===== config.mk =====
export PLATFORM = sky130hd
export DESIGN_NAME = ctr_cmd_q
export DESIGN_NICKNAME = d
export VERILOG_FILES = /design/src/ctr_pkg.sv /design/src/ctr_cmd_q.sv
export SDC_FILE = /design/constraint.sdc
export NUM_CORES = 1
export LEC_CHECK = 0
export BUFFER_PORTS_ARGS = -buffer_cell sky130_fd_sc_hd__buf_2
export CORE_ASPECT_RATIO = 0.5
export CORE_MARGIN = 3
export CORE_UTILIZATION = 40
export DETAILED_ROUTE_END_ITERATION = 8
export PLACE_DENSITY = 0.72
export SLEW_MARGIN = 40
export SYNTH_ARGS = -nofsm -noshare
export SYNTH_HDL_FRONTEND = slang
export SYNTH_SLANG_ARGS = --single-unit

===== constraint.sdc =====
create_clock -name clk -period 26.2 [get_ports clk]
set_input_delay 0 -clock clk [delete_from_list [all_inputs] [get_ports clk]]
set_output_delay 0 -clock clk [all_outputs]
set_load 0.005 [all_outputs]

===== src/ctr_pkg.sv =====
// Shared types and constants for the coalescing trace ring.
package ctr_pkg;

  // Request codes carried in the opcode field
  localparam logic [1:0] OP_DISPATCH = 2'd0;
  localparam logic [1:0] OP_ARRIVAL  = 2'd1;
  localparam logic [1:0] OP_EMIT     = 2'd2;
  localparam logic [1:0] OP_READ     = 2'd3;

  // Record kinds as stored and reported
  localparam logic [1:0] KIND_NONE     = 2'd0;
  localparam logic [1:0] KIND_DISPATCH = 2'd1;
  localparam logic [1:0] KIND_ARRIVAL  = 2'd2;
  localparam logic [1:0] KIND_EMIT     = 2'd3;

  // Event code forced into emit records
  localparam logic [7:0] NO_EVENT_CODE = 8'd255;

  // Slot field width in a command, wide enough for the largest ring
  localparam int MAX_SLOT_W = 12;

  // Depth of the command queue between front and back
  localparam int QUEUE_DEPTH = 2;

  typedef struct packed {
    logic [1:0]         opcode;
    logic [31:0]        time_ms;
    logic [7:0]         fsm_state;
    logic [7:0]         event_code;
    logic [7:0]         detail_code;
    logic [7:0]         sub_a;
    logic [7:0]         sub_b;
    logic signed [31:0] return_code;
    logic [31:0]        aux_value;
    logic [5:0]         read_index;
  } in_item_t;

  typedef struct packed {
    logic [1:0]         entry_kind;
    logic [7:0]         entry_state;
    logic [7:0]         entry_event;
    logic [7:0]         entry_detail;
    logic [7:0]         entry_sub_a;
    logic [7:0]         entry_sub_b;
    logic signed [31:0] entry_rc;
    logic [31:0]        entry_aux;
    logic [31:0]        first_time;
    logic [31:0]        last_time;
    logic [31:0]        sequence_res;
    logic [31:0]        repeat_count;
  } out_item_t;

  // One ring slot
  typedef struct packed {
    logic [1:0]         kind;
    logic [7:0]         fsm_state;
    logic [7:0]         event_code;
    logic [7:0]         detail_code;
    logic [7:0]         sub_a;
    logic [7:0]         sub_b;
    logic signed [31:0] rc;
    logic [31:0]        aux;
    logic [31:0]        first_time;
    logic [31:0]        last_time;
    logic [31:0]        repeats;
  } entry_t;

  // Work for the back part
  typedef enum logic [1:0] {
    CMD_NOTE  = 2'd0,  // report the sequence field only
    CMD_WRITE = 2'd1,  // write the slot, then report the sequence field
    CMD_READ  = 2'd2   // read the slot and report it
  } cmd_op_t;

  typedef struct packed {
    cmd_op_t               op;
    logic [MAX_SLOT_W-1:0] slot;
    entry_t                entry;
    logic [31:0]           seq;
  } cmd_t;

  typedef struct packed {
    logic empty;
    logic full;
  } q_status_t;

endpackage


===== src/ctr_cmd_q.sv =====
// Short command queue between the front and back parts.
module ctr_cmd_q import ctr_pkg::*; (
  input  logic      clk,
  input  logic      rst_n,
  input  logic      push,
  input  cmd_t      push_cmd,
  input  logic      pop,
  output cmd_t      head_cmd,
  output q_status_t status
);

  localparam int PW = (QUEUE_DEPTH > 1) ? $clog2(QUEUE_DEPTH) : 1;
  localparam int CW = $clog2(QUEUE_DEPTH + 1);
  localparam logic [CW-1:0] DEPTH_C = CW'(QUEUE_DEPTH);
  localparam logic [PW-1:0] LAST_P  = PW'(QUEUE_DEPTH - 1);

  cmd_t          buf_r [QUEUE_DEPTH];
  logic [PW-1:0] wr_ptr_r, rd_ptr_r;
  logic [CW-1:0] count_r, count_nxt;
  logic          do_push, do_pop;

  assign status.empty = (count_r == '0);
  assign status.full  = (count_r == DEPTH_C);
  assign do_push      = push && !status.full;
  assign do_pop       = pop && !status.empty;
  assign head_cmd     = buf_r[rd_ptr_r];

  always_comb begin
    count_nxt = count_r;
    if (do_push && !do_pop) begin
      count_nxt = count_r + CW'(1);
    end else if (do_pop && !do_push) begin
      count_nxt = count_r - CW'(1);
    end
  end

  always_ff @(posedge clk) begin
    if (!rst_n) begin
      wr_ptr_r <= '0;
      rd_ptr_r <= '0;
      count_r  <= '0;
    end else begin
      count_r <= count_nxt;
      if (do_push) begin
        wr_ptr_r <= (wr_ptr_r == LAST_P) ? '0 : wr_ptr_r + PW'(1);
      end
      if (do_pop) begin
        rd_ptr_r <= (rd_ptr_r == LAST_P) ? '0 : rd_ptr_r + PW'(1);
      end
    end
  end

  always_ff @(posedge clk) begin
    if (do_push) begin
      buf_r[wr_ptr_r] <= push_cmd;
    end
  end

endmodule


==> impl_metrics.json <==
{
  "postCtsSetupBuffers": 0,
  "rr_startpoint": "count_r[0]",
  "irDropWorstVdd_v": 0.00004989,
  "cp_common_cell": "buf_6",
  "yosysMostFrequentCell": "edfxtp_1",
  "slew_viol_final": 0,
  "synth_async_sr_flop_share_pct": 0,
  "crit_buf_inv": 2,
  "hp-class": "in2reg",
  "start_util_pct": 41.26,
  "routedWlPerCell_um": 21.37,
  "vias": 10700,
  "cts_root_buffer": "clkbuf_16",
  "max_slew_margin_pct": 44.16,
  "synth_enable_flop_cells": 496,
  "synth_nets": 1050,
  "grt_max_degree": 75,
  "yosysUniqueCellTypes": 23,
  "pwr-share-comb_pct": 27.1,
  "layout-drive-gt1-share_pct": 50.87,
  "path_clk_slew_ns": 0.07,
  "synth_common_cells": "496 x edfxtp_1, 200 x mux2_4, 48 x mux2_2",
  "clock-sinks": 501,
  "core_area_um2": 46110,
  "fp.dieArea_um2": 50370,
  "r2r-end": "buf_r[1][166]",
  "worst_path_max_delay_cell": "and3_4",
  "clkLatencyLatePin_ns": 0.53,
  "drc_errors": 0,
  "synth_top_cell_by_area": "edfxtp_1",
  "finalPower_mw": 2.287,
  "swShare_pct": 26.45,
  "cp.arrival_ns": 3.02,
  "leakagePower_nw": 10.10,
  "p_sw_uw": 604.9,
  "clockBufferDepth": 3,
  "critical_path.cell_chain": "nand2b_1 -> and3_4 -> buf_6 -> buf_6",
  "p_seq_share_pct": 45.5,
  "synth.area.top_cells": "edfxtp_1 78%, mux2_4 16%, mux2_2 2.8%",
  "tns_ns": 0,
  "first_pass_iters": 5,
  "syn_area_per_cell_um2": 23.87,
  "yosysSeqAreaShare_pct": 78.82,
  "path_class": "reg2reg",
  "drt-initial-drc-count": 762,
  "dieWidth_um": 314.4,
  "tritoncts": "done",
  "numCtsBuffers": 45,
  "place_hpwl_um": 31720,
  "io_pins": 502,
  "fin_skew_ns": 0.01409,
  "yosys_register_bits": 501,
  "synthCells": 797,
  "h-tree-depth": 2,
  "grt_pass1_wl_um": 70440,
  "die_y_um": 160.2,
  "clkPwrFrac_pct": 27.3,
  "cp_data_required_time_ns": 26.36,
  "slowest_delay_ns": 0.68,
  "synthesis.area_um2": 19020,
  "drt-total-wl_um": 48020,
  "drv_cap": 0,
  "period_share_pct": 10.94,
  "outcome": "complete, no violations",
  "max_freq_mhz": 348.9,
  "yosys_warnings": 0,
  "postRouteAntennaNets": 0,
  "fin_area_um2": 26050,
  "synth-main-ff-cell": "edfxtp_1",
  "hold_end": "buf_r[0][38]",
  "post_drt_via_cell_ratio": 4.762,
  "crit_fanout": 64,
  "crit_path_end_kind": "flop",
  "grt-ovfl-total": 0,
  "power.density_nw_per_um2": 87.80,
  "cp_top_family": "buffers and inverters",
  "rsz0062_at_grt": "false",
  "grt_usage_pct": 18.36,
  "hold_start": "push_cmd[38]",
  "placed_cell_area_um2": 22150,
  "internal_power_mw": 1.682,
  "hold_viol": 0,
  "grt_pass1_vias": 11780,
  "tightest_slew_ns": 0.8376,
  "cts_resized": 0,
  "rows": 55,
  "antenna_found_initial": 8,
  "period_needed_ns": 2.866,
  "hold_depth": 2,
  "port_buffers": 501,
  "num-nets-final": 1834,
  "r2r_cells": 4,
  "critPathLaunchType": "flop",
  "reg2reg_slack_ns": 23.33,
  "synth_top_area_share_pct": 78.29,
  "area_delta_synth_final_pct": 36.93,
  "globalplace.congestion": 0.8279,
  "setup_viol_count_final": 0
}
==> per-layer routing <==
metal	wire, µm	part of all wire [%]	vias to the layer above	global-route usage [%]
met4	2409	5.0	0	9.543
met2	28010	58	283	36.17
met1	16140	34	5497	18.52
met5	0	0	-	0
met3	1470	3.1	156	2.853
li1	-	-	4764	-
==> cell usage in the layout, fill, tap and decap left out, types with 3 or more instances in the layout <==
cell type,netlist,routed
bufinv_16,0,3
clkinv_1,0,11
and2_1,3,3
mux2_2,48,48
clkinv_2,0,4
edfxtp_1,496,496
dlygate4sd3_1,0,252
mux2_4,200,200
buf_2,2,501
diode_2,0,8
clkbuf_1,0,11
clkbuf_16,0,45
dfxtp_1,5,4
buf_6,14,6
==> worst max-delay path by stage <==
stage,from,slack (ns),cells after the start,to
after detailed placement,count_r[0],22.83,4,buf_r[1][105]
after CTS,count_r[0],22.82,4,buf_r[1][109]
after floorplan,count_r[0],15.37,4,wr_ptr_r
after global placement,count_r[0],22.96,4,buf_r[1][105]
final,count_r[0],23.33,4,buf_r[1][166]
after global routing,count_r[0],23.09,4,buf_r[1][173]
==> area by class of cell <==
| type | instances | area [µm²] |
|---|---|---|
| Clock buffer | 56 | 1167 |
| Timing Repair Buffer | 765 | 5207 |
| Multi-Input combinational cell | 266 | 3681 |
| Inverter | 2 | 7.507 |
| Clock inverter | 22 | 183.9 |
| Fill cell | 3412 | 20060 |
| Tap cell | 627 | 784.5 |
| Antenna cell | 8 | 20.02 |
| Sequential cell | 501 | 15000 |
==> cells by family after synthesis <==
family,Yosys count,synth area share [%]
fa+ha+maj,1,0.06576
xor+xnor,3,0.1381
simple gates,9,0.2895
flops,501,78.82
mux,248,18.63
buf+inv,30,1.894
compound gates,5,0.1710
==> registers in the layout (all words and copies together), names as in the netlist, named ones only <==
register and count:
buf_r 496, count_r 2, wr_ptr_r 1, rd_ptr_r 1
==> metrics by stage <==
stage | worst slack (ns) | instances | hold WS, ns | utilization (%)
detailed placement | 22.83 | 1909 | 0.1912 | 48.03
global route | 23.09 | 2247 | 0.1623 | 56.50
global placement | 22.96 | 1906 | 0.1878 | 47.84
CTS | 22.82 | 2239 | 0.1599 | 56.43
finish | 23.33 | 2247 | 0.1915 | 56.50
floorplan | 15.37 | 797 | 0.09887 | -
==> timing repair <==
item	4_1_cts	5_1_grt
endpoints found under the hold margin	501	0
setup endpoints to repair	0	0
hold buffers	252	0
==> power by group through the flow <==
stage,clock [mW],sequential (mW),combinational [mW]
floorplan,0,1.08,0.381
global placement,0,1.06,0.562
detailed placement,0,1.06,0.586
CTS,0.634,1.04,0.621
global route,0.674,1.05,0.651
finish,0.625,1.04,0.621
(Power assumes the default switching activity.)
