$ cat src/ctr_pkg.sv
// Shared types and constants for the coalescing trace ring.
package ctr_pkg;

  // Request codes carried in the opcode field
  localparam logic [1:0] OP_DISPATCH = 2'd0;
  localparam logic [1:0] OP_ARRIVAL  = 2'd1;
  localparam logic [1:0] OP_EMIT     = 2'd2;
  localparam logic [1:0] OP_READ     = 2'd3;

  // Record kinds as stored and reported
  localparam logic [1:0] KIND_NONE     = 2'd0;
  localparam logic [1:0] KIND_DISPATCH = 2'd1;
  localparam logic [1:0] KIND_ARRIVAL  = 2'd2;
  localparam logic [1:0] KIND_EMIT     = 2'd3;

  // Event code forced into emit records
  localparam logic [7:0] NO_EVENT_CODE = 8'd255;

  // Slot field width in a command, wide enough for the largest ring
  localparam int MAX_SLOT_W = 12;

  // Depth of the command queue between front and back
  localparam int QUEUE_DEPTH = 2;

  typedef struct packed {
    logic [1:0]         opcode;
    logic [31:0]        time_ms;
    logic [7:0]         fsm_state;
    logic [7:0]         event_code;
    logic [7:0]         detail_code;
    logic [7:0]         sub_a;
    logic [7:0]         sub_b;
    logic signed [31:0] return_code;
    logic [31:0]        aux_value;
    logic [5:0]         read_index;
  } in_item_t;

  typedef struct packed {
    logic [1:0]         entry_kind;
    logic [7:0]         entry_state;
    logic [7:0]         entry_event;
    logic [7:0]         entry_detail;
    logic [7:0]         entry_sub_a;
    logic [7:0]         entry_sub_b;
    logic signed [31:0] entry_rc;
    logic [31:0]        entry_aux;
    logic [31:0]        first_time;
    logic [31:0]        last_time;
    logic [31:0]        sequence_res;
    logic [31:0]        repeat_count;
  } out_item_t;

  // One ring slot
  typedef struct packed {
    logic [1:0]         kind;
    logic [7:0]         fsm_state;
    logic [7:0]         event_code;
    logic [7:0]         detail_code;
    logic [7:0]         sub_a;
    logic [7:0]         sub_b;
    logic signed [31:0] rc;
    logic [31:0]        aux;
    logic [31:0]        first_time;
    logic [31:0]        last_time;
    logic [31:0]        repeats;
  } entry_t;

  // Work for the back part
  typedef enum logic [1:0] {
    CMD_NOTE  = 2'd0,  // report the sequence field only
    CMD_WRITE = 2'd1,  // write the slot, then report the sequence field
    CMD_READ  = 2'd2   // read the slot and report it
  } cmd_op_t;

  typedef struct packed {
    cmd_op_t               op;
    logic [MAX_SLOT_W-1:0] slot;
    entry_t                entry;
    logic [31:0]           seq;
  } cmd_t;

  typedef struct packed {
    logic empty;
    logic full;
  } q_status_t;

endpackage

$ cat src/ctr_front.sv
// Front part: canonical form, repeat detection, ring pointers and read addressing.
module ctr_front import ctr_pkg::*; #(
  parameter int RING_SLOTS = 64
) (
  input  logic     clk,
  input  logic     rst_n,
  input  logic     cfg_we,
  input  logic     cfg_wdata,
  input  logic     accept,
  input  in_item_t in_item,
  output cmd_t     cmd
);

  localparam int AW = (RING_SLOTS > 1) ? $clog2(RING_SLOTS) : 1;
  localparam int SW = ((AW > 6) ? AW : 6) + 1;
  localparam logic [31:0]   SLOTS32 = 32'(RING_SLOTS);
  localparam logic [SW-1:0] SLOTS_SW = SW'(RING_SLOTS);
  localparam logic [AW-1:0] LAST_SLOT = AW'(RING_SLOTS - 1);

  logic          rec_en_r;
  logic [31:0]   taken_r, taken_nxt;
  logic [AW-1:0] wr_ptr_r, wr_ptr_nxt;
  logic [AW-1:0] newest_slot_r, newest_slot_nxt;
  entry_t        newest_r, newest_nxt;

  entry_t        cand;
  logic          is_record;
  logic          same;
  logic          full;
  logic [31:0]   held;
  logic          hit;
  logic [31:0]   rd_seq;
  logic [SW-1:0] rd_sum;
  logic [SW-1:0] rd_wrap;
  logic [SW-1:0] idx_sw;
  logic [AW-1:0] rd_slot;
  logic [AW-1:0] cmd_slot;

  // Canonical form of the incoming record
  always_comb begin
    cand             = '0;
    cand.fsm_state   = in_item.fsm_state;
    cand.event_code  = in_item.event_code;
    cand.detail_code = in_item.detail_code;
    cand.sub_a       = in_item.sub_a;
    cand.sub_b       = in_item.sub_b;
    cand.rc          = in_item.return_code;
    cand.aux         = in_item.aux_value;
    cand.first_time  = in_item.time_ms;
    cand.last_time   = in_item.time_ms;
    cand.repeats     = '0;
    case (in_item.opcode)
      OP_DISPATCH: begin
        cand.kind        = KIND_DISPATCH;
        cand.detail_code = (in_item.detail_code != 8'd0) ? 8'd1 : 8'd0;
        cand.rc          = '0;
      end
      OP_ARRIVAL: begin
        cand.kind  = KIND_ARRIVAL;
        cand.sub_a = '0;
        cand.sub_b = '0;
      end
      OP_EMIT: begin
        cand.kind       = KIND_EMIT;
        cand.event_code = NO_EVENT_CODE;
      end
      default: begin
        cand.kind = KIND_NONE;
      end
    endcase
  end

  assign is_record = (in_item.opcode != OP_READ);

  assign same = (taken_r != 32'd0)
             && (newest_r.kind == cand.kind)
             && (newest_r.fsm_state == cand.fsm_state)
             && (newest_r.event_code == cand.event_code)
             && (newest_r.detail_code == cand.detail_code)
             && (newest_r.sub_a == cand.sub_a)
             && (newest_r.sub_b == cand.sub_b)
             && (newest_r.rc == cand.rc)
             && (newest_r.aux == cand.aux);

  // Read addressing: oldest held slot is the write pointer once the ring is full
  assign full    = (taken_r >= SLOTS32);
  assign held    = full ? SLOTS32 : taken_r;
  assign hit     = ({26'd0, in_item.read_index} < held);
  assign rd_seq  = taken_r - held + {26'd0, in_item.read_index};
  assign idx_sw  = SW'(in_item.read_index);
  assign rd_sum  = SW'(wr_ptr_r) + idx_sw;
  assign rd_wrap = (rd_sum >= SLOTS_SW) ? (rd_sum - SLOTS_SW) : rd_sum;
  assign rd_slot = full ? rd_wrap[AW-1:0] : idx_sw[AW-1:0];

  always_comb begin
    taken_nxt       = taken_r;
    wr_ptr_nxt      = wr_ptr_r;
    newest_slot_nxt = newest_slot_r;
    newest_nxt      = newest_r;
    cmd_slot        = rd_slot;
    cmd.op          = CMD_NOTE;
    cmd.entry       = newest_r;
    cmd.seq         = taken_r;
    if (!is_record) begin
      if (hit) begin
        cmd.op  = CMD_READ;
        cmd.seq = rd_seq;
      end
    end else if (rec_en_r) begin
      cmd.op = CMD_WRITE;
      if (same) begin
        // Fold the repeat into the newest slot
        newest_nxt.repeats   = newest_r.repeats + 32'd1;
        newest_nxt.last_time = in_item.time_ms;
        cmd_slot             = newest_slot_r;
      end else begin
        // Take the next slot, overwriting the oldest once full
        newest_nxt      = cand;
        newest_slot_nxt = wr_ptr_r;
        wr_ptr_nxt      = (wr_ptr_r == LAST_SLOT) ? '0 : wr_ptr_r + AW'(1);
        taken_nxt       = taken_r + 32'd1;
        cmd_slot        = wr_ptr_r;
      end
      cmd.entry = newest_nxt;
      cmd.seq   = taken_nxt;
    end
    cmd.slot = MAX_SLOT_W'(cmd_slot);
  end

  always_ff @(posedge clk) begin
    if (!rst_n) begin
      rec_en_r      <= 1'b0;
      taken_r       <= '0;
      wr_ptr_r      <= '0;
      newest_slot_r <= '0;
    end else begin
      if (cfg_we) begin
        rec_en_r <= cfg_wdata;
      end
      if (accept) begin
        taken_r       <= taken_nxt;
        wr_ptr_r      <= wr_ptr_nxt;
        newest_slot_r <= newest_slot_nxt;
      end
    end
  end

  always_ff @(posedge clk) begin
    if (accept) begin
      newest_r <= newest_nxt;
    end
  end

endmodule

$ cat config.mk
export PLATFORM = sky130hd
export DESIGN_NAME = ctr_front
export DESIGN_NICKNAME = d
export VERILOG_FILES = /design/src/ctr_pkg.sv /design/src/ctr_front.sv
export SDC_FILE = /design/constraint.sdc
export NUM_CORES = 1
export LEC_CHECK = 0
export ABC_CLOCK_PERIOD_IN_PS = 9900
export BUFFER_PORTS_ARGS = -buffer_cell sky130_fd_sc_hd__buf_2
export CORE_ASPECT_RATIO = 2
export CORE_MARGIN = 3
export CORE_UTILIZATION = 35
export DETAILED_ROUTE_END_ITERATION = 10
export GPL_TIMING_DRIVEN = 0
export HOLD_SLACK_MARGIN = 0.03
export MAX_ROUTING_LAYER = met4
export PLACE_DENSITY = 0.58
export SKIP_CTS_REPAIR_TIMING = 1
export SLEW_MARGIN = 20
export SYNTH_ARGS = -nofsm -noshare
export SYNTH_HDL_FRONTEND = slang
export SYNTH_SLANG_ARGS = --single-unit
$ cat constraint.sdc
create_clock -name clk -period 9.9 [get_ports clk]
set_clock_uncertainty 0.05 [all_clocks]
set_input_delay 1.98 -clock clk [delete_from_list [all_inputs] [get_ports clk]]
set_output_delay 1.98 -clock clk [all_outputs]
set_load 0.02 [all_outputs]
==> results.json, run 1 <==
{
  "status": "finished clean",
  "synth_cells": 2097,
  "place_ws_ns": 1.110,
  "start_kind": "register",
  "die_w_microns": 163.3,
  "ys_types": 66,
  "ys_warn_count": 0,
  "synthArstFlopShare": 0,
  "seqPwrFrac": 0.416,
  "p_sw_frac": 0.2941,
  "synthFlopType": "edfxtp_1",
  "grt_setup_unrepaired": "no",
  "vias": 17080,
  "vias_per_cell": 5.336,
  "fin_nets": 2736,
  "p_int_uw": 1972,
  "htreeDepth": 1,
  "cts_tree": "yes",
  "root_buffer": "clkbuf_16",
  "cts_sinks": 247,
  "tightest_slew_ns": 1.199,
  "worstRegToRegCells": 12,
  "remaining_drc_errors": 0,
  "syn-mean-instance-area_sq_um": 8.263,
  "final_layout_size_suffix_gt1_frac": 0.2062,
  "slew_violations": 0,
  "die_h_microns": 320.7,
  "antenna_found_initial": 10,
  "cts_made_buffers": 26,
  "ir_drop_v": 0.00008790,
  "core_area_sq_um": 48640,
  "reg2reg_to": "taken_r[26]",
  "r2r-start": "newest_r[139]",
  "grt_max_degree": 31,
  "initialDrtViolationCount": 1087,
  "grt_use_total": 0.2755,
  "p_switching_uw": 821.9,
  "seq_area_frac_synth": 0.4021,
  "min_period_ns": 9.350,
  "required_ns": 7.87,
  "fin_area_sq_um": 21270,
  "hold_viol_final": 0,
  "fp-row-count": 114,
  "yosys_register_bits": 247,
  "min_from": "newest_slot_r[0]",
  "powerDensity_nw_per_um2": 131.4,
  "cp.arrival_ns": 7.32,
  "io_buffers": 390,
  "drtAntennaViolNets": 0,
  "fin_util": 0.4373,
  "fin_crit_sh": 0.9445,
  "p_total_uw": 2794,
  "hold_path.class": "reg2reg",
  "boundaryPins": 397,
  "cp-end-kind": "primary output",
  "clock_power_share": 0.399,
  "max-slew-margin-rel": 0.1801,
  "setup_ws_ns": 0.5497,
  "place_area_sq_um": 20300,
  "hpwl_microns": 58880,
  "drtPass1Iterations": 7,
  "place.gp.congestion": 0.9665,
  "grt_pass1_wl_microns": 105800,
  "grt_pass1_vias": 16990,
  "overflow": 0,
  "cts_buffer_depth": 3,
  "setup_viol": 0,
  "area_growth_pct": 22.75,
  "leakagePower_uw": 0.009213,
  "combinationalPowerShare": 0.185,
  "clkSlewWorstSetupHoldPaths_ns": 0.07,
  "start_util": 0.3563,
  "insertion_delay_ns": 0.56,
  "r2r_slack_ns": 5.61,
  "fmaxAchievable_mhz": 106.9,
  "die-area_sq_um": 52380,
  "min_delay_path_depth": 2,
  "syn-cell-area_sq_um": 17330,
  "wl_microns": 73280,
  "wl_per_cell_microns": 22.90,
  "synth-edff-count": 202,
  "worstHoldEndpoint": "newest_slot_r[0]",
  "critPathMaxFanout": 10,
  "critPathKind": "reg2out",
  "drv_cap": 0
}
[kinds of logic (layout without fill, tap and decap cells)]
kind of cell    after synthesis  after routing  share of synthesized area
simple gates               1014           1014                     0.2625
compound gates              284            284                     0.1074
buf+inv                     268            715                    0.06354
flops                       247            247                     0.4021
xor+xnor                    176            176                    0.08896
fa+ha+maj                    56             56                    0.04347
mux                          50             50                    0.03163
other cells                   2             20                  0.0004334
[Yosys cell counts, types with 9 or more instances]
cell type	instances	area share
a2111oi_0	9	0.0045
a211oi_1	10	0.0043
a21o_1	21	0.0091
a21oi_1	58	0.017
a31oi_1	17	0.0061
and2_1	14	0.0051
and3_1	22	0.0079
buf_2	16	0.0046
clkbuf_1	131	0.028
dfxtp_1	45	0.052
edfxtp_1	202	0.35
ha_1	49	0.035
inv_1	97	0.021
mux2_2	38	0.025
mux2i_1	12	0.0069
nand2_1	561	0.12
nand2b_1	27	0.0097
nand3_1	71	0.021
nand4_1	49	0.018
nor2_1	144	0.031
nor2b_1	51	0.018
nor3_1	10	0.0029
nor4_1	18	0.0065
o21ai_0	54	0.016
o22ai_1	29	0.010
o31ai_1	26	0.011
o32ai_1	10	0.0051
or2_2	10	0.0036
xnor2_1	115	0.058
xor2_1	61	0.031
[state kept, by name, indices dropped and copies added (netlist names)]
| register | cells |
|---|---|
| newest_r | 202 |
| newest_slot_r | 6 |
| rec_en_r | 1 |
| taken_r | 32 |
| wr_ptr_r | 6 |
[placed cells by master (no fill, tap or decap), drive strengths merged, types with 14 or more instances in the layout]
| cell | count |
|---|---|
| xnor2 | 115 |
| and2 | 14 |
| mux2 | 38 |
| edfxtp | 202 |
| nand2 | 561 |
| xor2 | 61 |
| nor2b | 51 |
| nand2b | 27 |
| ha | 49 |
| clkbuf | 163 |
| clkinv | 14 |
| and3 | 22 |
| dfxtp | 45 |
| buf | 435 |
| o21ai | 60 |
| inv | 97 |
| a21o | 21 |
| nand4 | 49 |
| a31oi | 17 |
| o31ai | 26 |
| nor2 | 144 |
| nand3 | 71 |
| nor4 | 18 |
| a21oi | 58 |
| o22ai | 29 |
[routing by layer]
metal | GRT usage | part of all wire | up-vias | wire length (microns)
li1 | - | - | 8038 | -
met2 | 0.5111 | 0.53 | 742 | 38990
met5 | - | 0 | - | 0
met3 | 0.04846 | 0.065 | 171 | 4798
met4 | 0.1424 | 0.060 | 0 | 4394
met1 | 0.2696 | 0.34 | 8124 | 25100
[final cells by class]
type,instances,area (sq um)
Clock inverter,16,206.4
Antenna cell,11,27.53
Buffer,167,723.2
Clock buffer,32,735.7
Tap cell,638,798.3
Fill cell,4899,27370
Inverter,101,379.1
Multi-Input combinational cell,1589,9298
Sequential cell,247,6967
Timing Repair Buffer,399,2135
[power by group through the flow]
stage	clock network [uW]	registers [uW]	logic (uW)
final	1120	1160	516
after floorplan	0	1190	294
after global routing	1170	1160	555
after detailed placement	0	1180	515
after CTS	1140	1160	517
after global placement	0	1190	504
[worst max path at each step]
stage,start,end,slack (ns)
2_1_floorplan,in_item[142],newest_r[0],0.32
3_3_place_gp,in_item[142],taken_r[16],-3.70
3_5_place_dp,in_item[142],cmd[42],1.11
4_1_cts,taken_r[21],cmd[29],0.67
5_1_grt,taken_r[21],cmd[29],0.36
6_report,taken_r[31],cmd[29],0.55
[through the flow]
stage	setup TNS, ns	std cells	hold WS (ns)
4_1_cts	0	3189	0.4065
5_1_grt	0	3199	0.4504
6_report	0	3200	0.4075
3_3_place_gp	-772.51	3132	0.3956
2_1_floorplan	0	2104	0.3857
3_5_place_dp	0	3141	0.3968
[critical path: stages (launching register included)]
cell	delay [ns]
dfxtp_1	0.35
nor4_1	0.77
nand4_1	0.25
nor2_1	0.65
clkbuf_1	0.44
nand2_1	0.16
inv_1	0.10
fa_1	0.42
inv_1	0.12
ha_1	0.25
a211oi_1	0.24
nor2_1	0.12
o31a_1	0.35
a311o_1	0.50
a211oi_1	0.62
o21ai_1	0.40
a21boi_0	0.38
mux2i_1	0.30
o211ai_1	0.14
buf_2	0.20
(Power assumes the default switching activity.)
==> run 2: changes to the inputs <==
--- a/config.mk
+++ b/config.mk
@@ -5,6 +5,7 @@
 export SDC_FILE = /design/constraint.sdc
 export NUM_CORES = 1
 export LEC_CHECK = 0
+export ABC_AREA = 1
 export ABC_CLOCK_PERIOD_IN_PS = 9900
 export BUFFER_PORTS_ARGS = -buffer_cell sky130_fd_sc_hd__buf_2
 export CORE_ASPECT_RATIO = 2
@@ -14,7 +15,7 @@
 export GPL_TIMING_DRIVEN = 0
 export HOLD_SLACK_MARGIN = 0.03
 export MAX_ROUTING_LAYER = met4
-export PLACE_DENSITY = 0.58
+export PLACE_DENSITY = 0.57
 export SKIP_CTS_REPAIR_TIMING = 1
 export SLEW_MARGIN = 20
 export SYNTH_ARGS = -nofsm -noshare
==> run 2 against run 1 <==
Against the previous run:
- non-clock buffer count up 3
- routed wire length grew 15%
- area after synthesis increased by 13%
- total power up 11%
- count of clock-buffer cells in the layout rose by 11
- combinational power increased by 66%
- largest cell class unchanged
==> results.json, run 2 <==
{
  "wl_microns": 84450,
  "regMostFlops": "newest_r",
  "synth_area_leaders": "edfxtp_1 31%, nand2_1 16%, inv_1 8.7%, nand3_1 5.3%, nor2_1 5.0%",
  "yosysMostFrequentCell": "nand2_1",
  "grt_pass1_wl_microns": 123600,
  "fin_crit_sh": 0.7750,
  "leakagePower_uw": 0.01165,
  "gr-usage-met3": 0.02995,
  "fillCellCount": 6204,
  "vias_per_cell": 5.033,
  "min_from": "newest_slot_r[5]",
  "yosys-top-cells-count": "847 x nand2_1, 455 x inv_1, 259 x nor2_1",
  "grt_pass1_vias": 20440,
  "max-slew-margin-rel": 0.2836,
  "drv_cap": 0,
  "io_buffers": 389,
  "synth_cells": 2899,
  "fp-row-count": 122,
  "antenna_found_initial": 10,
  "fmaxAchievable_mhz": 130.3,
  "yosys_register_bits": 247,
  "cts_made_buffers": 27,
  "boundaryPins": 397,
  "hpwl_microns": 68100,
  "cp_common_cell": "clkbuf_1",
  "area_growth_pct": 20.12,
  "crit_family": "buffers and inverters",
  "die_h_microns": 340.8,
  "syn-mean-instance-area_sq_um": 6.765,
  "die-area_sq_um": 59080,
  "synthArstFlopShare": 0,
  "grtUsageMet2": 0.5258,
  "cp-end-kind": "primary output",
  "place.gp.congestion": 1.098,
  "drtPass1Iterations": 5,
  "seq_area_frac_synth": 0.3552,
  "cts_tree": "yes",
  "cp_num_buf_inv": 6,
  "setup.worst_path.start": "in_item[142]",
  "critPathMaxFanout": 10,
  "final_layout_size_suffix_gt1_frac": 0.1654,
  "cp_slowest_cell": "clkbuf_1",
  "cts_sinks": 247,
  "drtAntennaViolNets": 0,
  "worstHoldEndpoint": "newest_slot_r[5]",
  "synth-edff-count": 202,
  "r2r-start": "rec_en_r",
  "die_w_microns": 173.4,
  "start_kind": "input pin",
  "worstRegToRegCells": 9,
  "reg2reg_to": "newest_r[148]",
  "synthFlopType": "edfxtp_1",
  "status": "finished clean",
  "fin_nets": 3534,
  "min_delay_path_depth": 2,
  "tns_ns": 0,
  "grt_use_total": 0.2836,
  "cp_cell_sequence": "buf_2, ha_1, clkbuf_1, nor2_1, clkbuf_1, clkbuf_1, clkbuf_1, nand2_1, o22ai_1, buf_2",
  "grt_setup_unrepaired": "no",
  "cp.arrival_ns": 5.64,
  "final_common_cell": "nand2_1",
  "hold_viol_final": 0,
  "largest_reg_flops": 202,
  "vias": 20640,
  "ir_drop_v": 0.0001290,
  "reg_top3": "newest_r: 202 flops, taken_r: 32 flops",
  "slew_violations": 0,
  "grt_util_met1": 0.2760,
  "grt_max_degree": 52,
  "setup_ws_ns": 2.227,
  "htreeDepth": 1,
  "r2r_slack_ns": 6.08,
  "powerDensity_nw_per_um2": 131.6,
  "wl_per_cell_microns": 20.59,
  "overflow": 0,
  "synth_top_area_cell": "edfxtp_1",
  "start_util": 0.3539,
  "cts_buffer_depth": 3,
  "ys_warn_count": 0,
  "min_period_ns": 7.673,
  "required_ns": 7.87,
  "clkSlewWorstSetupHoldPaths_ns": 0.06,
  "root_buffer": "clkbuf_16",
  "initialDrtViolationCount": 1512,
  "ys_types": 50,
  "insertion_delay_ns": 0.57,
  "top_usage_layer": "met2",
  "setup_viol": 0,
  "critPathKind": "in2out",
  "core_area_sq_um": 55410,
  "tightest_slew_ns": 1.075,
  "cpPeakStageDelay_ns": 0.66,
  "syn-cell-area_sq_um": 19610,
  "hold_path.class": "reg2reg",
  "remaining_drc_errors": 0,
  "synth_top_area_share": 0.3093,
  "layout_common_cells": "847 x nand2_1, 455 x inv_1, 416 x buf_2",
  "place_ws_ns": 2.245
}
==> run 2: power by group <==
part           switching [uW]  leakage (uW)  total, uW  internal (uW)
Sequential               20.7       0.00219       1170           1150
Combinational             598       0.00903        856            257
Clock                     467      0.000437       1080            608
==> run 2: area by class of cell <==
| cell class | count | area [sq um] | share of cell area |
|---|---|---|---|
| diodes | 9 | 22.52 | 0.0009560 |
| plain buffers | 175 | 773.2 | 0.03282 |
| clock buffers | 43 | 807.0 | 0.03426 |
| clock inverters | 6 | 80.08 | 0.003399 |
| inverters | 468 | 1757 | 0.07457 |
| multi-input cells | 2016 | 10150 | 0.4309 |
| flip-flops and latches | 247 | 6967 | 0.2957 |
| well taps | 744 | 930.9 | 0.03952 |
| repair buffers | 394 | 2069 | 0.08785 |
==> run 2: worst register-to-register path: cells and delay by family, from the launching register on <==
family	cells	cell delay (ns)
flip-flops	1	0.31
AND/OR/NAND/NOR	2	0.83
buffers and inverters	7	2.28
==> run 2: per-layer routing <==
metal,part of all wire,routed length [microns]
met5,0,0
met4,0.080,6724
met3,0.042,3510
met2,0.53,44860
met1,0.35,29360
==> run 2: worst max-delay path by stage <==
| stage | end | slack (ns) | cells past startpoint |
|---|---|---|---|
| finish | cmd[238] | 2.23 | 10 |
| global route | cmd[234] | 2.05 | 10 |
| CTS | cmd[238] | 2.23 | 10 |
| detailed placement | cmd[238] | 2.25 | 10 |
| global placement | taken_r[24] | -4.63 | 10 |
| floorplan | newest_r[0] | 0.71 | 6 |
==> run 2: cells by family (layout without fill, tap and decap cells) <==
kind of cell,after synthesis,in the layout,synth area share
buffers and inverters,643,1086,0.1288
AOI/OAI and AO/OA,306,306,0.08300
xor gates and xnor gates,111,111,0.04957
DFF,247,247,0.3552
muxes,29,29,0.01480
other,2,18,0.0003829
and+or+nand+nor,1505,1505,0.3298
adders and majority gates,56,56,0.03841
==> run 2: through the flow <==
stage / hold WS (ns) / utilization / cells / total power [uW] / area, sq um
floorplan: 0.3995 / - / 2906 / 1708 / 19640
global placement: 0.4104 / 0.4063 / 4039 / 2042 / 22520
detailed placement: 0.4287 / 0.4087 / 4044 / 2039 / 22650
CTS: 0.4432 / 0.4247 / 4093 / 3130 / 23540
global route: 0.4695 / 0.4251 / 4102 / 3239 / 23560
finish: 0.4486 / 0.4251 / 4102 / 3100 / 23560
==> run 3: changes to the inputs <==
--- a/config.mk
+++ b/config.mk
@@ -6,7 +6,7 @@
 export NUM_CORES = 1
 export LEC_CHECK = 0
 export ABC_AREA = 1
-export ABC_CLOCK_PERIOD_IN_PS = 9900
+export ABC_CLOCK_PERIOD_IN_PS = 7220
 export BUFFER_PORTS_ARGS = -buffer_cell sky130_fd_sc_hd__buf_2
 export CORE_ASPECT_RATIO = 2
 export CORE_MARGIN = 3
@@ -15,7 +15,7 @@
 export GPL_TIMING_DRIVEN = 0
 export HOLD_SLACK_MARGIN = 0.03
 export MAX_ROUTING_LAYER = met4
-export PLACE_DENSITY = 0.57
+export PLACE_DENSITY = 0.55
 export SKIP_CTS_REPAIR_TIMING = 1
 export SLEW_MARGIN = 20
 export SYNTH_ARGS = -nofsm -noshare
==> constraint.sdc (replaced) <==
create_clock -name clk -period 7.22 [get_ports clk]
set_clock_uncertainty 0.05 [all_clocks]
set_input_delay 1.444 -clock clk [delete_from_list [all_inputs] [get_ports clk]]
set_output_delay 1.444 -clock clk [all_outputs]
set_load 0.02 [all_outputs]
==> run 3 against run 2 <==
Against the previous run:
- routed wire length down 5.0%
- hold slack worse by 0.020 ns
- sequential power up 37%
- first-iteration DRC count down 30%
- non-clock buffer count down 3
- highest routed layer unchanged
==> results.json, run 3 (synthesis results as in run 2) <==
{
  "remaining_drc_errors": 0,
  "cpPeakStageDelay_ns": 0.89,
  "p_total_uw": 4224,
  "drv_cap": 0,
  "io_buffers": 389,
  "die_h_microns": 340.8,
  "insertion_delay_ns": 0.59,
  "fin_crit_sh": 0.9596,
  "overflow": 0,
  "root_buffer": "clkbuf_16",
  "tightest_slew_ns": 1.123,
  "max-slew-margin-rel": 0.2436,
  "regArea_sq_um": 6967,
  "grt_pass1_vias": 20110,
  "area_growth_pct": 19.76,
  "regMostFlops": "newest_r",
  "grt_max_degree": 87,
  "tns_ns": 0,
  "cts_buffer_depth": 3,
  "critPathKind": "reg2out",
  "place.gp.congestion": 1.029,
  "largest_reg_flops": 202,
  "required_ns": 5.73,
  "final_common_cell": "nand2_1",
  "ir_drop_v": 0.0001776,
  "fp-row-count": 122,
  "fmaxAchievable_mhz": 144.3,
  "cp-end-kind": "primary output",
  "cp_common_cell": "nand2_1",
  "vias": 20200,
  "setup_viol": 0,
  "cts_sinks": 247,
  "clkSlewWorstSetupHoldPaths_ns": 0.07,
  "reg_top3": "newest_r: 202 flops, taken_r: 32 flops",
  "cts_made_buffers": 28,
  "worstRegToRegCells": 14,
  "core_area_sq_um": 55410,
  "critPathMaxFanout": 10,
  "drtAntennaViolNets": 0,
  "drtPass1Iterations": 6,
  "initialDrtViolationCount": 1064,
  "fin_util": 0.4239,
  "final_layout_size_suffix_gt1_frac": 0.1657,
  "fin_nets": 3532,
  "leakagePower_uw": 0.01163,
  "cp_slowest_cell": "o21ai_0",
  "r2r_slack_ns": 3.99,
  "wl_per_cell_microns": 19.57,
  "grt_setup_unrepaired": "no",
  "setup.worst_path.start": "taken_r[26]",
  "hold_path.class": "reg2reg",
  "min_period_ns": 6.928,
  "antenna_found_initial": 5,
  "multi_input_area_sq_um": 10140,
  "layout_common_cells": "847 x nand2_1, 455 x inv_1, 417 x buf_2",
  "min_from": "newest_slot_r[2]",
  "hpwl_microns": 65410,
  "slew_violations": 0,
  "fillCellCount": 6103,
  "cts_tree": "yes",
  "reg2reg_to": "newest_r[28]",
  "start_util": 0.3539,
  "wl_microns": 80210,
  "powerDensity_nw_per_um2": 179.8,
  "vias_per_cell": 4.930,
  "die_w_microns": 173.4,
  "boundaryPins": 397,
  "endpoint": "cmd[29]",
  "start_kind": "register",
  "status": "finished clean",
  "hold_viol_final": 0,
  "r2r-start": "newest_r[0]",
  "die-area_sq_um": 59080,
  "grt_pass1_wl_microns": 118700,
  "htreeDepth": 1,
  "cp.arrival_ns": 5.43,
  "grt_use_total": 0.2687,
  "cp_cell_sequence": "inv_1, nand2_1, nor2_1, nand2_1, nor2_1, nand2_1, clkbuf_1, nor2_1, inv_1, fa_1, ha_1, nand2_1, nor2_1, nand2_1, o21ai_0, nand3_1, nand2_1, xor2_1, nand3_1, nand2_1, buf_2"
}
## run 3: cell count changes in the layout (fill, tap and decap cells not counted), sizes merged
cell / previous run / this run
buf: 443 / 440
clkbuf: 169 / 159
clkinv: 10 / 21
clkinvlp: 0 / 2
diode: 9 / 5
## run 3: power breakdown
part	internal, uW	leakage [uW]	total [uW]	switching [uW]
Sequential	1580	0.00219	1600	28.1
Clock	795	0.000436	1460	669
Combinational	350	0.00900	1160	806
Total	2720	0.0116	4220	1500
## run 3: how the worst min path moves through the flow
stage | endpoint | slack, ns | cells after the start
after floorplan | newest_slot_r[1] | 0.40 | 2
after global placement | newest_slot_r[3] | 0.41 | 2
after detailed placement | newest_slot_r[2] | 0.42 | 2
after CTS | newest_slot_r[2] | 0.43 | 2
after global routing | newest_slot_r[3] | 0.45 | 2
final | newest_slot_r[2] | 0.43 | 2
## run 3: worst max-delay path, delay by kind of cell, from the launching register on
kind | cells | cell delay (ns)
flops | 1 | 0.40
xor+xnor | 1 | 0.15
buf+inv | 4 | 0.77
fa+ha+maj | 2 | 0.73
compound gates | 1 | 0.89
simple gates | 13 | 1.89
## run 3: cell type report
cell class | instances | area share
multi-input cells | 2016 | 0.4319
flip-flops and latches | 247 | 0.2966
repair buffers | 391 | 0.08524
inverters | 468 | 0.07480
well taps | 744 | 0.03964
plain buffers | 175 | 0.03324
clock buffers | 33 | 0.03106
clock inverters | 19 | 0.006926
diodes | 5 | 0.0005327
## run 3: layer usage
metal / up-vias / wire length, microns / track usage
li1: 10020 / - / -
met2: 736 / 42830 / 0.5065
met3: 206 / 4565 / 0.04041
met4: 0 / 4737 / 0.1397
met5: - / 0 / -
met1: 9242 / 28080 / 0.2632
## run 3: metrics by stage
step | setup WS (ns) | hold slack, ns | cells | instance area, sq um
finish | 0.2917 | 0.4281 | 4098 | 23490
global route | 0.007556 | 0.4494 | 4098 | 23490
CTS | 0.1857 | 0.4327 | 4093 | 23470
detailed placement | 0.5799 | 0.4173 | 4041 | 22580
global placement | -0.8291 | 0.4057 | 4039 | 22520
floorplan | 1.710 | 0.3995 | 2906 | 19640
